$ cat src/rtl/srm_pkg.sv
package srm_pkg;

   localparam int RULE_SLOTS  = 16;
   localparam int IDX_W       = (RULE_SLOTS > 1) ? $clog2(RULE_SLOTS) : 1;
   localparam int CNT_W       = 5;
   localparam int ACT_W       = 48;
   localparam int QUEUE_DEPTH = 2;
   localparam int QPTR_W      = 1;
   localparam int QCNT_W      = 2;

   localparam logic signed [5:0]  NO_HOUR   = -6'sd1;
   localparam logic signed [14:0] NO_TEMP   = -15'sd9990;
   localparam logic [ACT_W-1:0]   OFF_STATE = 48'd6144;

   localparam logic OP_WRITE = 1'b0;
   localparam logic OP_EVAL  = 1'b1;

   localparam logic REG_RULE_COUNT = 1'b0;
   localparam logic REG_DEBUG_MODE = 1'b1;

   typedef struct packed {
      logic               enabled;
      logic [15:0]        id;
      logic signed [5:0]  start_hour;
      logic signed [5:0]  end_hour;
      logic signed [14:0] min_temp;
      logic signed [14:0] max_temp;
   } rule_cond_type;

   typedef struct packed {
      rule_cond_type    cond;
      logic [ACT_W-1:0] action;
   } rule_entry_type;

   localparam int ENTRY_W = $bits(rule_entry_type);

   typedef struct packed {
      logic               is_write;
      logic [IDX_W-1:0]   index;
      rule_entry_type     entry;
      logic [4:0]         hour;
      logic signed [11:0] temp;
   } op_type;

   typedef struct packed {
      logic empty;
      logic full;
   } queue_status_type;

endpackage

$ cat src/rtl/srm_ram.sv
module srm_ram #(
   parameter int WIDTH = 8,
   parameter int DEPTH = 16
) (
   input  logic                                       clock,
   input  logic                                       we,
   input  logic [((DEPTH > 1) ? $clog2(DEPTH) : 1)-1:0] waddr,
   input  logic [WIDTH-1:0]                           wdata,
   input  logic [((DEPTH > 1) ? $clog2(DEPTH) : 1)-1:0] raddr,
   output logic [WIDTH-1:0]                           rdata
);

   logic [WIDTH-1:0] mem_ff [DEPTH];
   logic [WIDTH-1:0] rdata_ff;

   always_ff @(posedge clock) begin
      if (we) begin
         mem_ff[waddr] <= wdata;
      end
      rdata_ff <= mem_ff[raddr];
   end

   assign rdata = rdata_ff;

endmodule

$ cat src/rtl/srm_front.sv
module srm_front
   import srm_pkg::*;
(
   input  logic                req_valid,
   output logic                req_stall,
   input  logic                req_opcode,
   input  logic [3:0]          req_rule_index,
   input  logic                req_rule_enabled,
   input  logic [15:0]         req_rule_id,
   input  logic signed [5:0]   req_start_hour,
   input  logic signed [5:0]   req_end_hour,
   input  logic signed [14:0]  req_min_temp,
   input  logic signed [14:0]  req_max_temp,
   input  logic [47:0]         req_action_word,
   input  logic [4:0]          req_current_hour,
   input  logic signed [11:0]  req_current_temp,
   input  logic                req_temp_valid,
   input  queue_status_type    q_status,
   output logic                q_push,
   output op_type              q_op
);

   logic index_ok;
   logic keep;

   assign req_stall = q_status.full;
   assign index_ok  = (32'(req_rule_index) < RULE_SLOTS);

   always_comb begin
      keep = 1'b0;
      case (req_opcode)
         OP_WRITE: keep = index_ok;
         OP_EVAL:  keep = req_temp_valid;
         default:  keep = 1'b0;
      endcase
   end

   assign q_push = req_valid && !q_status.full && keep;

   always_comb begin
      q_op                        = '0;
      q_op.is_write               = (req_opcode == OP_WRITE);
      q_op.index                  = IDX_W'(req_rule_index);
      q_op.entry.cond.enabled     = req_rule_enabled;
      q_op.entry.cond.id          = req_rule_id;
      q_op.entry.cond.start_hour  = req_start_hour;
      q_op.entry.cond.end_hour    = req_end_hour;
      q_op.entry.cond.min_temp    = req_min_temp;
      q_op.entry.cond.max_temp    = req_max_temp;
      q_op.entry.action           = {req_action_word[47:8], 7'd0, (req_action_word[7:0] != 8'd0)};
      q_op.hour                   = req_current_hour;
      q_op.temp                   = req_current_temp;
   end

endmodule

$ cat src/rtl/srm_queue.sv
module srm_queue
   import srm_pkg::*;
(
   input  logic             clock,
   input  logic             reset,
   input  logic             push,
   input  op_type           push_op,
   input  logic             pop,
   output op_type           head_op,
   output queue_status_type status
);

   op_type            entries_ff [QUEUE_DEPTH];
   logic [QPTR_W-1:0] wr_ptr_ff;
   logic [QPTR_W-1:0] wr_ptr_in;
   logic [QPTR_W-1:0] rd_ptr_ff;
   logic [QPTR_W-1:0] rd_ptr_in;
   logic [QCNT_W-1:0] count_ff;
   logic [QCNT_W-1:0] count_in;
   logic              do_push;
   logic              do_pop;

   assign status.empty = (count_ff == '0);
   assign status.full  = (count_ff == QCNT_W'(QUEUE_DEPTH));
   assign do_push      = push && !status.full;
   assign do_pop       = pop && !status.empty;
   assign head_op      = entries_ff[rd_ptr_ff];

   always_comb begin
      wr_ptr_in = do_push ? wr_ptr_ff + 1'b1 : wr_ptr_ff;
      rd_ptr_in = do_pop ? rd_ptr_ff + 1'b1 : rd_ptr_ff;
      count_in  = count_ff;
      if (do_push && !do_pop) begin
         count_in = count_ff + 1'b1;
      end else if (do_pop && !do_push) begin
         count_in = count_ff - 1'b1;
      end
   end

   always_ff @(posedge clock) begin
      if (reset) begin
         wr_ptr_ff <= '0;
         rd_ptr_ff <= '0;
         count_ff  <= '0;
      end else begin
         wr_ptr_ff <= wr_ptr_in;
         rd_ptr_ff <= rd_ptr_in;
         count_ff  <= count_in;
      end
      if (do_push) begin
         entries_ff[wr_ptr_ff] <= push_op;
      end
   end

endmodule

$ cat src/rtl/srm_back.sv
module srm_back
   import srm_pkg::*;
(
   input  logic                clock,
   input  logic                reset,
   input  queue_status_type    q_status,
   input  op_type              q_head,
   output logic                q_pop,
   input  logic [CNT_W-1:0]    rule_count,
   input  logic                debug_mode,
   output logic                ram_we,
   output logic [IDX_W-1:0]    ram_waddr,
   output logic [ENTRY_W-1:0]  ram_wdata,
   output logic [IDX_W-1:0]    ram_raddr,
   input  logic [ENTRY_W-1:0]  ram_rdata,
   output logic                rsp_valid,
   input  logic                rsp_stall,
   output logic                rsp_matched,
   output logic [15:0]         rsp_active_rule_id,
   output logic                rsp_send_command,
   output logic                rsp_forced,
   output logic [47:0]         rsp_command_word
);

   typedef enum logic {
      ST_IDLE,
      ST_SCAN
   } state_type;

   state_type          state_ff;
   state_type          state_in;
   logic [IDX_W-1:0]   idx_ff;
   logic [IDX_W-1:0]   idx_in;
   logic [4:0]         hour_ff;
   logic [4:0]         hour_in;
   logic signed [11:0] temp_ff;
   logic signed [11:0] temp_in;
   logic [ACT_W-1:0]   tracked_ff;
   logic [ACT_W-1:0]   tracked_in;
   logic               rsp_valid_ff;
   logic               rsp_valid_in;
   logic               rsp_matched_ff;
   logic               rsp_matched_in;
   logic [15:0]        rsp_id_ff;
   logic [15:0]        rsp_id_in;
   logic               rsp_send_ff;
   logic               rsp_send_in;
   logic               rsp_forced_ff;
   logic               rsp_forced_in;
   logic [ACT_W-1:0]   rsp_word_ff;
   logic [ACT_W-1:0]   rsp_word_in;

   rule_entry_type     cur;
   logic signed [6:0]  hour_s;
   logic signed [6:0]  start_s;
   logic signed [6:0]  end_s;
   logic signed [14:0] temp_s;
   logic               time_ok;
   logic               hit;
   logic [CNT_W-1:0]   limit;
   logic               last;
   logic               out_free;
   logic               changed;
   logic               was_on;

   assign cur     = rule_entry_type'(ram_rdata);
   assign hour_s  = $signed({2'b00, hour_ff});
   assign start_s = $signed({cur.cond.start_hour[5], cur.cond.start_hour});
   assign end_s   = $signed({cur.cond.end_hour[5], cur.cond.end_hour});
   assign temp_s  = $signed({{3{temp_ff[11]}}, temp_ff});

   always_comb begin
      time_ok = 1'b1;
      if (cur.cond.start_hour != NO_HOUR && cur.cond.end_hour != NO_HOUR) begin
         if (end_s > start_s) begin
            time_ok = (hour_s >= start_s) && (hour_s < end_s);
         end else begin
            time_ok = (hour_s >= start_s) || (hour_s < end_s);
         end
      end
   end

   assign hit = cur.cond.enabled && time_ok
             && !(cur.cond.min_temp != NO_TEMP && temp_s < cur.cond.min_temp)
             && !(cur.cond.max_temp != NO_TEMP && temp_s > cur.cond.max_temp);

   assign limit    = (32'(rule_count) >= RULE_SLOTS) ? CNT_W'(RULE_SLOTS) : rule_count;
   assign last     = (CNT_W'(idx_ff) + CNT_W'(1) == limit);
   assign out_free = !rsp_valid_ff || !rsp_stall;
   assign changed  = (cur.action != tracked_ff);
   assign was_on   = (tracked_ff[7:0] != 8'd0);

   assign ram_waddr = q_head.index;
   assign ram_wdata = ENTRY_W'(q_head.entry);

   always_comb begin
      state_in       = state_ff;
      idx_in         = idx_ff;
      hour_in        = hour_ff;
      temp_in        = temp_ff;
      tracked_in     = tracked_ff;
      rsp_valid_in   = rsp_valid_ff && rsp_stall;
      rsp_matched_in = rsp_matched_ff;
      rsp_id_in      = rsp_id_ff;
      rsp_send_in    = rsp_send_ff;
      rsp_forced_in  = rsp_forced_ff;
      rsp_word_in    = rsp_word_ff;
      q_pop          = 1'b0;
      ram_we         = 1'b0;
      ram_raddr      = idx_ff;
      case (state_ff)
         ST_IDLE: begin
            ram_raddr = '0;
            if (!q_status.empty) begin
               if (q_head.is_write) begin
                  q_pop  = 1'b1;
                  ram_we = 1'b1;
               end else if (limit != '0) begin
                  q_pop    = 1'b1;
                  hour_in  = q_head.hour;
                  temp_in  = q_head.temp;
                  idx_in   = '0;
                  state_in = ST_SCAN;
               end else if (out_free) begin
                  q_pop          = 1'b1;
                  rsp_valid_in   = 1'b1;
                  rsp_matched_in = 1'b0;
                  rsp_id_in      = '0;
                  rsp_send_in    = was_on || debug_mode;
                  rsp_forced_in  = debug_mode && !was_on;
                  tracked_in     = (was_on || debug_mode) ? OFF_STATE : tracked_ff;
                  rsp_word_in    = (was_on || debug_mode) ? OFF_STATE : tracked_ff;
               end
            end
         end
         ST_SCAN: begin
            if (hit) begin
               if (out_free) begin
                  rsp_valid_in   = 1'b1;
                  rsp_matched_in = 1'b1;
                  rsp_id_in      = cur.cond.id;
                  rsp_send_in    = changed || debug_mode;
                  rsp_forced_in  = debug_mode && !changed;
                  tracked_in     = (changed || debug_mode) ? cur.action : tracked_ff;
                  rsp_word_in    = (changed || debug_mode) ? cur.action : tracked_ff;
                  state_in       = ST_IDLE;
               end
            end else if (last) begin
               if (out_free) begin
                  rsp_valid_in   = 1'b1;
                  rsp_matched_in = 1'b0;
                  rsp_id_in      = '0;
                  rsp_send_in    = was_on || debug_mode;
                  rsp_forced_in  = debug_mode && !was_on;
                  tracked_in     = (was_on || debug_mode) ? OFF_STATE : tracked_ff;
                  rsp_word_in    = (was_on || debug_mode) ? OFF_STATE : tracked_ff;
                  state_in       = ST_IDLE;
               end
            end else begin
               idx_in    = idx_ff + 1'b1;
               ram_raddr = idx_ff + 1'b1;
            end
         end
         default: begin
            state_in = ST_IDLE;
         end
      endcase
   end

   always_ff @(posedge clock) begin
      if (reset) begin
         state_ff     <= ST_IDLE;
         rsp_valid_ff <= 1'b0;
         tracked_ff   <= OFF_STATE;
      end else begin
         state_ff     <= state_in;
         rsp_valid_ff <= rsp_valid_in;
         tracked_ff   <= tracked_in;
      end
      idx_ff         <= idx_in;
      hour_ff        <= hour_in;
      temp_ff        <= temp_in;
      rsp_matched_ff <= rsp_matched_in;
      rsp_id_ff      <= rsp_id_in;
      rsp_send_ff    <= rsp_send_in;
      rsp_forced_ff  <= rsp_forced_in;
      rsp_word_ff    <= rsp_word_in;
   end

   assign rsp_valid          = rsp_valid_ff;
   assign rsp_matched        = rsp_matched_ff;
   assign rsp_active_rule_id = rsp_id_ff;
   assign rsp_send_command   = rsp_send_ff;
   assign rsp_forced         = rsp_forced_ff;
   assign rsp_command_word   = rsp_word_ff;

endmodule

$ cat src/rtl/schedule_rule_matcher_top.sv
// Order: an accepted rule write waits in the queue and is written to the rule table when the idle back
// end pops it. An evaluate is popped by the idle back end, which reads rules from slot 0 upward and
// registers the result on the first winning rule or after the last of the n rules; a stall holds it.
// Throughput: one rule write per cycle while idle; evaluations run one at a time, one entry a cycle.
// Reset: synchronous, clears the queue and the output, sets the tracked state to power off at
// 24 degrees and both registers to zero; the rule table holds no value until written.
module schedule_rule_matcher_top
   import srm_pkg::*;
(
   input  logic               clock,
   input  logic               reset,
   input  logic               req_valid,
   output logic               req_stall,
   input  logic               req_opcode,
   input  logic [3:0]         req_rule_index,
   input  logic               req_rule_enabled,
   input  logic [15:0]        req_rule_id,
   input  logic signed [5:0]  req_start_hour,
   input  logic signed [5:0]  req_end_hour,
   input  logic signed [14:0] req_min_temp,
   input  logic signed [14:0] req_max_temp,
   input  logic [47:0]        req_action_word,
   input  logic [4:0]         req_current_hour,
   input  logic signed [11:0] req_current_temp,
   input  logic               req_temp_valid,
   output logic               rsp_valid,
   input  logic               rsp_stall,
   output logic               rsp_matched,
   output logic [15:0]        rsp_active_rule_id,
   output logic               rsp_send_command,
   output logic               rsp_forced,
   output logic [47:0]        rsp_command_word,
   input  logic               psel,
   input  logic               penable,
   input  logic               pwrite,
   input  logic [2:0]         paddr,
   input  logic [31:0]        pwdata,
   output logic [31:0]        prdata,
   output logic               pready
);

   logic [CNT_W-1:0]   rule_count_ff;
   logic [CNT_W-1:0]   rule_count_in;
   logic               debug_mode_ff;
   logic               debug_mode_in;
   logic               csr_write;
   queue_status_type   q_status;
   logic               q_push;
   logic               q_pop;
   op_type             q_op;
   op_type             q_head;
   logic               ram_we;
   logic [IDX_W-1:0]   ram_waddr;
   logic [ENTRY_W-1:0] ram_wdata;
   logic [IDX_W-1:0]   ram_raddr;
   logic [ENTRY_W-1:0] ram_rdata;

   assign pready    = 1'b1;
   assign csr_write = psel && penable && pwrite && pready;

   always_comb begin
      rule_count_in = rule_count_ff;
      debug_mode_in = debug_mode_ff;
      if (csr_write) begin
         case (paddr[2])
            REG_RULE_COUNT: rule_count_in = pwdata[CNT_W-1:0];
            REG_DEBUG_MODE: debug_mode_in = pwdata[0];
            default: begin
               rule_count_in = rule_count_ff;
            end
         endcase
      end
   end

   always_comb begin
      case (paddr[2])
         REG_RULE_COUNT: prdata = {{(32 - CNT_W){1'b0}}, rule_count_ff};
         REG_DEBUG_MODE: prdata = {31'd0, debug_mode_ff};
         default:        prdata = '0;
      endcase
   end

   always_ff @(posedge clock) begin
      if (reset) begin
         rule_count_ff <= '0;
         debug_mode_ff <= 1'b0;
      end else begin
         rule_count_ff <= rule_count_in;
         debug_mode_ff <= debug_mode_in;
      end
   end

   srm_front u_front (
      .req_valid        (req_valid),
      .req_stall        (req_stall),
      .req_opcode       (req_opcode),
      .req_rule_index   (req_rule_index),
      .req_rule_enabled (req_rule_enabled),
      .req_rule_id      (req_rule_id),
      .req_start_hour   (req_start_hour),
      .req_end_hour     (req_end_hour),
      .req_min_temp     (req_min_temp),
      .req_max_temp     (req_max_temp),
      .req_action_word  (req_action_word),
      .req_current_hour (req_current_hour),
      .req_current_temp (req_current_temp),
      .req_temp_valid   (req_temp_valid),
      .q_status         (q_status),
      .q_push           (q_push),
      .q_op             (q_op)
   );

   srm_queue u_queue (
      .clock   (clock),
      .reset   (reset),
      .push    (q_push),
      .push_op (q_op),
      .pop     (q_pop),
      .head_op (q_head),
      .status  (q_status)
   );

   srm_ram #(
      .WIDTH (ENTRY_W),
      .DEPTH (RULE_SLOTS)
   ) u_rule_ram (
      .clock (clock),
      .we    (ram_we),
      .waddr (ram_waddr),
      .wdata (ram_wdata),
      .raddr (ram_raddr),
      .rdata (ram_rdata)
   );

   srm_back u_back (
      .clock              (clock),
      .reset              (reset),
      .q_status           (q_status),
      .q_head             (q_head),
      .q_pop              (q_pop),
      .rule_count         (rule_count_ff),
      .debug_mode         (debug_mode_ff),
      .ram_we             (ram_we),
      .ram_waddr          (ram_waddr),
      .ram_wdata          (ram_wdata),
      .ram_raddr          (ram_raddr),
      .ram_rdata          (ram_rdata),
      .rsp_valid          (rsp_valid),
      .rsp_stall          (rsp_stall),
      .rsp_matched        (rsp_matched),
      .rsp_active_rule_id (rsp_active_rule_id),
      .rsp_send_command   (rsp_send_command),
      .rsp_forced         (rsp_forced),
      .rsp_command_word   (rsp_command_word)
   );

endmodule

$ cat config.mk
export PLATFORM = sky130hd
export DESIGN_NAME = schedule_rule_matcher_top
export DESIGN_NICKNAME = d
export VERILOG_FILES = /design/src/rtl/srm_pkg.sv /design/src/rtl/srm_ram.sv /design/src/rtl/srm_front.sv /design/src/rtl/srm_queue.sv /design/src/rtl/srm_back.sv /design/src/rtl/schedule_rule_matcher_top.sv
export SDC_FILE = /design/constraint.sdc
export NUM_CORES = 2
export LEC_CHECK = 0
export BUFFER_PORTS_ARGS = -buffer_cell sky130_fd_sc_hd__buf_2
export CAP_MARGIN = 20
export CORE_ASPECT_RATIO = 1.1
export CORE_MARGIN = 8
export CORE_UTILIZATION = 38
export DETAILED_ROUTE_END_ITERATION = 12
export PLACE_DENSITY_LB_ADDON = 0.08
export SETUP_SLACK_MARGIN = 0.05
export SKIP_LAST_GASP = 1
export SYNTH_ARGS = -nofsm -noshare
export SYNTH_HDL_FRONTEND = slang
export SYNTH_HIERARCHICAL = 1
export SYNTH_SLANG_ARGS = --single-unit
$ cat constraint.sdc
create_clock -name clock -period 9.25 [get_ports clock]
set_clock_uncertainty 0.2 [all_clocks]
set_input_delay 1.85 -clock clock [delete_from_list [all_inputs] [get_ports clock]]
set_output_delay 1.85 -clock clock [all_outputs]
set_load 0.01 [all_outputs]
==> impl_metrics.yaml <==
synthesis:
  synth_top_area_share: 0.7155
  avgSynthCellArea_um2: 19.83
  synth_flop_cell: "edfxtp_1"
  synth_cells: 4356
  synth_common_cells: "edfxtp_1, mux4_2, buf_4, nand2_1, a22oi_1"
  ys_ff_latch: 2226
  synth_top_area_cell: "edfxtp_1"
  synth_edf_count: 2058
  synth_cell_types: 62
  yosysMostFrequentCell: "edfxtp_1"
  synth_area_um2: 86370
  ys_async_sr_fraction: 0
  yosysWarnings: 6
  seq_area_frac_synth: 0.7544
  synthTopCellsByArea: "edfxtp_1, mux4_2, dfxtp_1, buf_4, a22oi_1"
global_routing:
  antenna_found_initial: 9
  first_global_vias: 42545
  grt_pass1_wl_um: 309700
  track_usage: 0.1747
  grt_max_degree: 191
  grt_remaining_overflow: 0
place:
  pre_cts_slack_ns: 3.212
  port_buffers: 216
  gp_congestion: 0.7285
  detailed_place_hpwl_um: 110700
critical_path:
  timing.critical_path.slowest_cell_delay_ns: 0.69
  start_kind: "flip-flop"
  r2r_end: "u_rule_ram/rdata[16]$_DFF_P_"
  crit_buf_inv: 2
  r2r_start: "u_back/temp_ff[11]$_DFFE_PP_"
  critPathRequiredTime_ns: 9.82
  path_class: "flip-flop to flip-flop"
  worstPathCellList: "ha_1, and3_1, and3_1, o31a_1, or4b_1, nand2_1, o31ai_2, or3_1, a21oi_1, nor2b_4, buf_4, buf_4, a22oi_1, nand2_1"
  path_max_fanout: 43
  cp_slowest_cell: "buf_4"
  worst-endpoint-arrival_ns: 6.54
  reg2reg_slack_ns: 3.28
  ff2ff_path_depth: 14
  critPathTopFamily: "simple AND/OR/NAND/NOR gates"
  end_kind: "flip-flop"
pwr:
  power_per_cell_area_nw_per_um2: 253.4
  vdd_drop_max_mv: 0.1953
  p_clk_frac: 0.371
  p_int_uw: 18470
  pwr-share-comb: 0.109
  power_frac_seq: 0.520
  p_sw_frac: 0.2456
  power_switching_uw: 6011
  cellLeakagePower_uw: 0.03014
clock_network:
  cts_max_level: 4
  cts_setup_buffers: 0
  clock_path_buffers: 3
  cts_tree: "yes"
  post_cts_resized: 0
  cts_hold_buf: 0
  clk_pin_slew_ns: 0.06
  cts_made_buffers: 230
  cts_num_sinks: 2226
  clock_tree.root_cell: "clkbuf_16"
  insertion_delay_ns: 0.86
die:
  rows: 183
  dieArea_um2: 242800
  core_um2: 226000
  chipHeight_um: 516.0
  ios: 274
  die_width_um: 470.6
  start_util: 0.3822
timing:
  max_freq_mhz: 167.5
  fin_ws_ns: 3.281
  tightest_slew_ns: 1.112
  worst_hold_slack_ns: 0.2927
  finalCriticalPeriod_ns: 5.969
  rsz0062_at_grt: "no"
  hold_viol: 0
  final-setup-viol-count: 0
  max_slew_margin: 0.2572
  period_share: 0.6453
  final_max_slew_viol_count: 0
routing:
  wl_per_cell_um: 28.51
  drtPass1Iterations: 5
  first_iter_violations: 3420
  wirelength_um: 216500
  antenna_left: 0
  drc: 0
  dr_total_vias: 40698
  routed_via_density: 5.359
min_path:
  hold_path.class: "flip-flop to flip-flop"
  hold_depth: 2
  hold_start: "u_queue/wr_ptr_ff$_SDFFE_PP0P_"
  hold_path_end: "u_queue/wr_ptr_ff$_SDFFE_PP0P_"
flow_run:
  drv_cap: 0
finish:
  final_util: 0.4276
  fin_nets: 4647
  drive_gt1_frac: 0.2653
  area_growth_pct: 11.87
status:
  status: "complete, no violations"
-- cells by family after synthesis --
group	share of synthesized area
mux	0.1347
flops	0.7544
compound gates	0.03391
simple gates	0.02477
xor+xnor	0.005678
other cells	0.0001304
buf+inv	0.03971
fa+ha+maj	0.006663
-- placed cells by master (no fill, tap or decap), types with 26 or more instances in the layout --
| cell | n |
|---|---|
| xnor2_1 | 50 |
| mux4_2 | 428 |
| ha_1 | 46 |
| clkinv_1 | 41 |
| inv_1 | 62 |
| dfxtp_1 | 167 |
| nand4_1 | 52 |
| and3_1 | 26 |
| clkinv_2 | 47 |
| nand2_1 | 222 |
| o31ai_1 | 39 |
| mux2_2 | 132 |
| a22oi_1 | 214 |
| clkbuf_16 | 236 |
| nor2_1 | 42 |
| edfxtp_1 | 2058 |
| clkbuf_1 | 59 |
| buf_2 | 216 |
| mux2i_1 | 51 |
| o21ai_0 | 80 |
| buf_4 | 51 |
| conb_1 | 35 |
-- stage by stage --
step	cells	area, um^2	setup TNS [ns]	total power, uW
2_1_floorplan	4388	86500	-12.77	14800
3_3_place_gp	7156	89170	0	15650
3_5_place_dp	7157	89190	0	15720
4_1_cts	7592	96620	0	24850
5_1_grt	7593	96630	0	25410
6_report	7594	96630	0	24480
-- registers in the layout, summed over array words and instances, names as in the netlist, 2 cells and up, named ones only --
signal	flops
u_back/idx_ff	4
u_rule_ram/rdata	107
u_rule_ram/mem_ff	1712
u_queue/count_ff	2
u_back/rsp_command_word	48
u_back/hour_ff	5
u_back/temp_ff	12
u_queue/entries_ff	258
u_back/tracked_ff	48
u_back/rsp_active_rule_id	16
rule_count_ff	5
-- how the worst max path moves through the flow --
stage	slack (ns)	end	from	cells past startpoint
2_1_floorplan	-0.06	u_rule_ram/mem_ff[4][0]$_DFFE_PP_	flip-flop	5
3_3_place_gp	3.20	u_rule_ram/rdata[8]$_DFF_P_	u_back/temp_ff[11]$_DFFE_PP_	14
5_1_grt	2.95	u_rule_ram/rdata[78]$_DFF_P_	u_back/temp_ff[11]$_DFFE_PP_	14
6_report	3.28	u_rule_ram/rdata[16]$_DFF_P_	u_back/temp_ff[11]$_DFFE_PP_	14
4_1_cts	3.19	u_rule_ram/rdata[8]$_DFF_P_	u_back/temp_ff[11]$_DFFE_PP_	14
3_5_place_dp	3.21	u_rule_ram/rdata[8]$_DFF_P_	u_back/temp_ff[11]$_DFFE_PP_	14
-- power groups by stage --
stage / logic [uW] / registers [uW] / clock network (uW)
2_1_floorplan: 1870 / 12900 / 0
3_3_place_gp: 2710 / 12900 / 0
3_5_place_dp: 2760 / 13000 / 0
4_1_cts: 2760 / 12800 / 9340
5_1_grt: 2930 / 12800 / 9690
6_report: 2670 / 12700 / 9070
-- area by class of cell --
type / instances / area [um^2]
inverter: 64 / 247.7
timing repair buffer: 292 / 1964
multi-input combinational: 1615 / 18110
fill: 19635 / 129400
sequential: 2226 / 65170
clock inverter: 119 / 1016
clock buffer: 316 / 6416
antenna: 2 / 5.005
tap: 2960 / 3704
-- worst register-to-register path, stage by stage (launching register included) --
cell and delay (ns):
edfxtp_1 0.57, ha_1 0.40, and3_1 0.20, and3_1 0.18, o31a_1 0.12, or4b_1 0.50, nand2_1 0.51, o31ai_2 0.30
or3_1 0.36, a21oi_1 0.52, nor2b_4 0.26, buf_4 0.69, buf_4 0.66, a22oi_1 0.20, nand2_1 0.21
-- layer usage --
layer,track usage,wire [um],vias to the layer above
met4,0.04555,4810,2
met2,0.2839,102100,1006
met1,0.2457,98970,21899
met5,0,12,-
li1,-,-,17520
met3,0.03034,10590,271
Note: power is estimated with default switching activity, not from simulation.
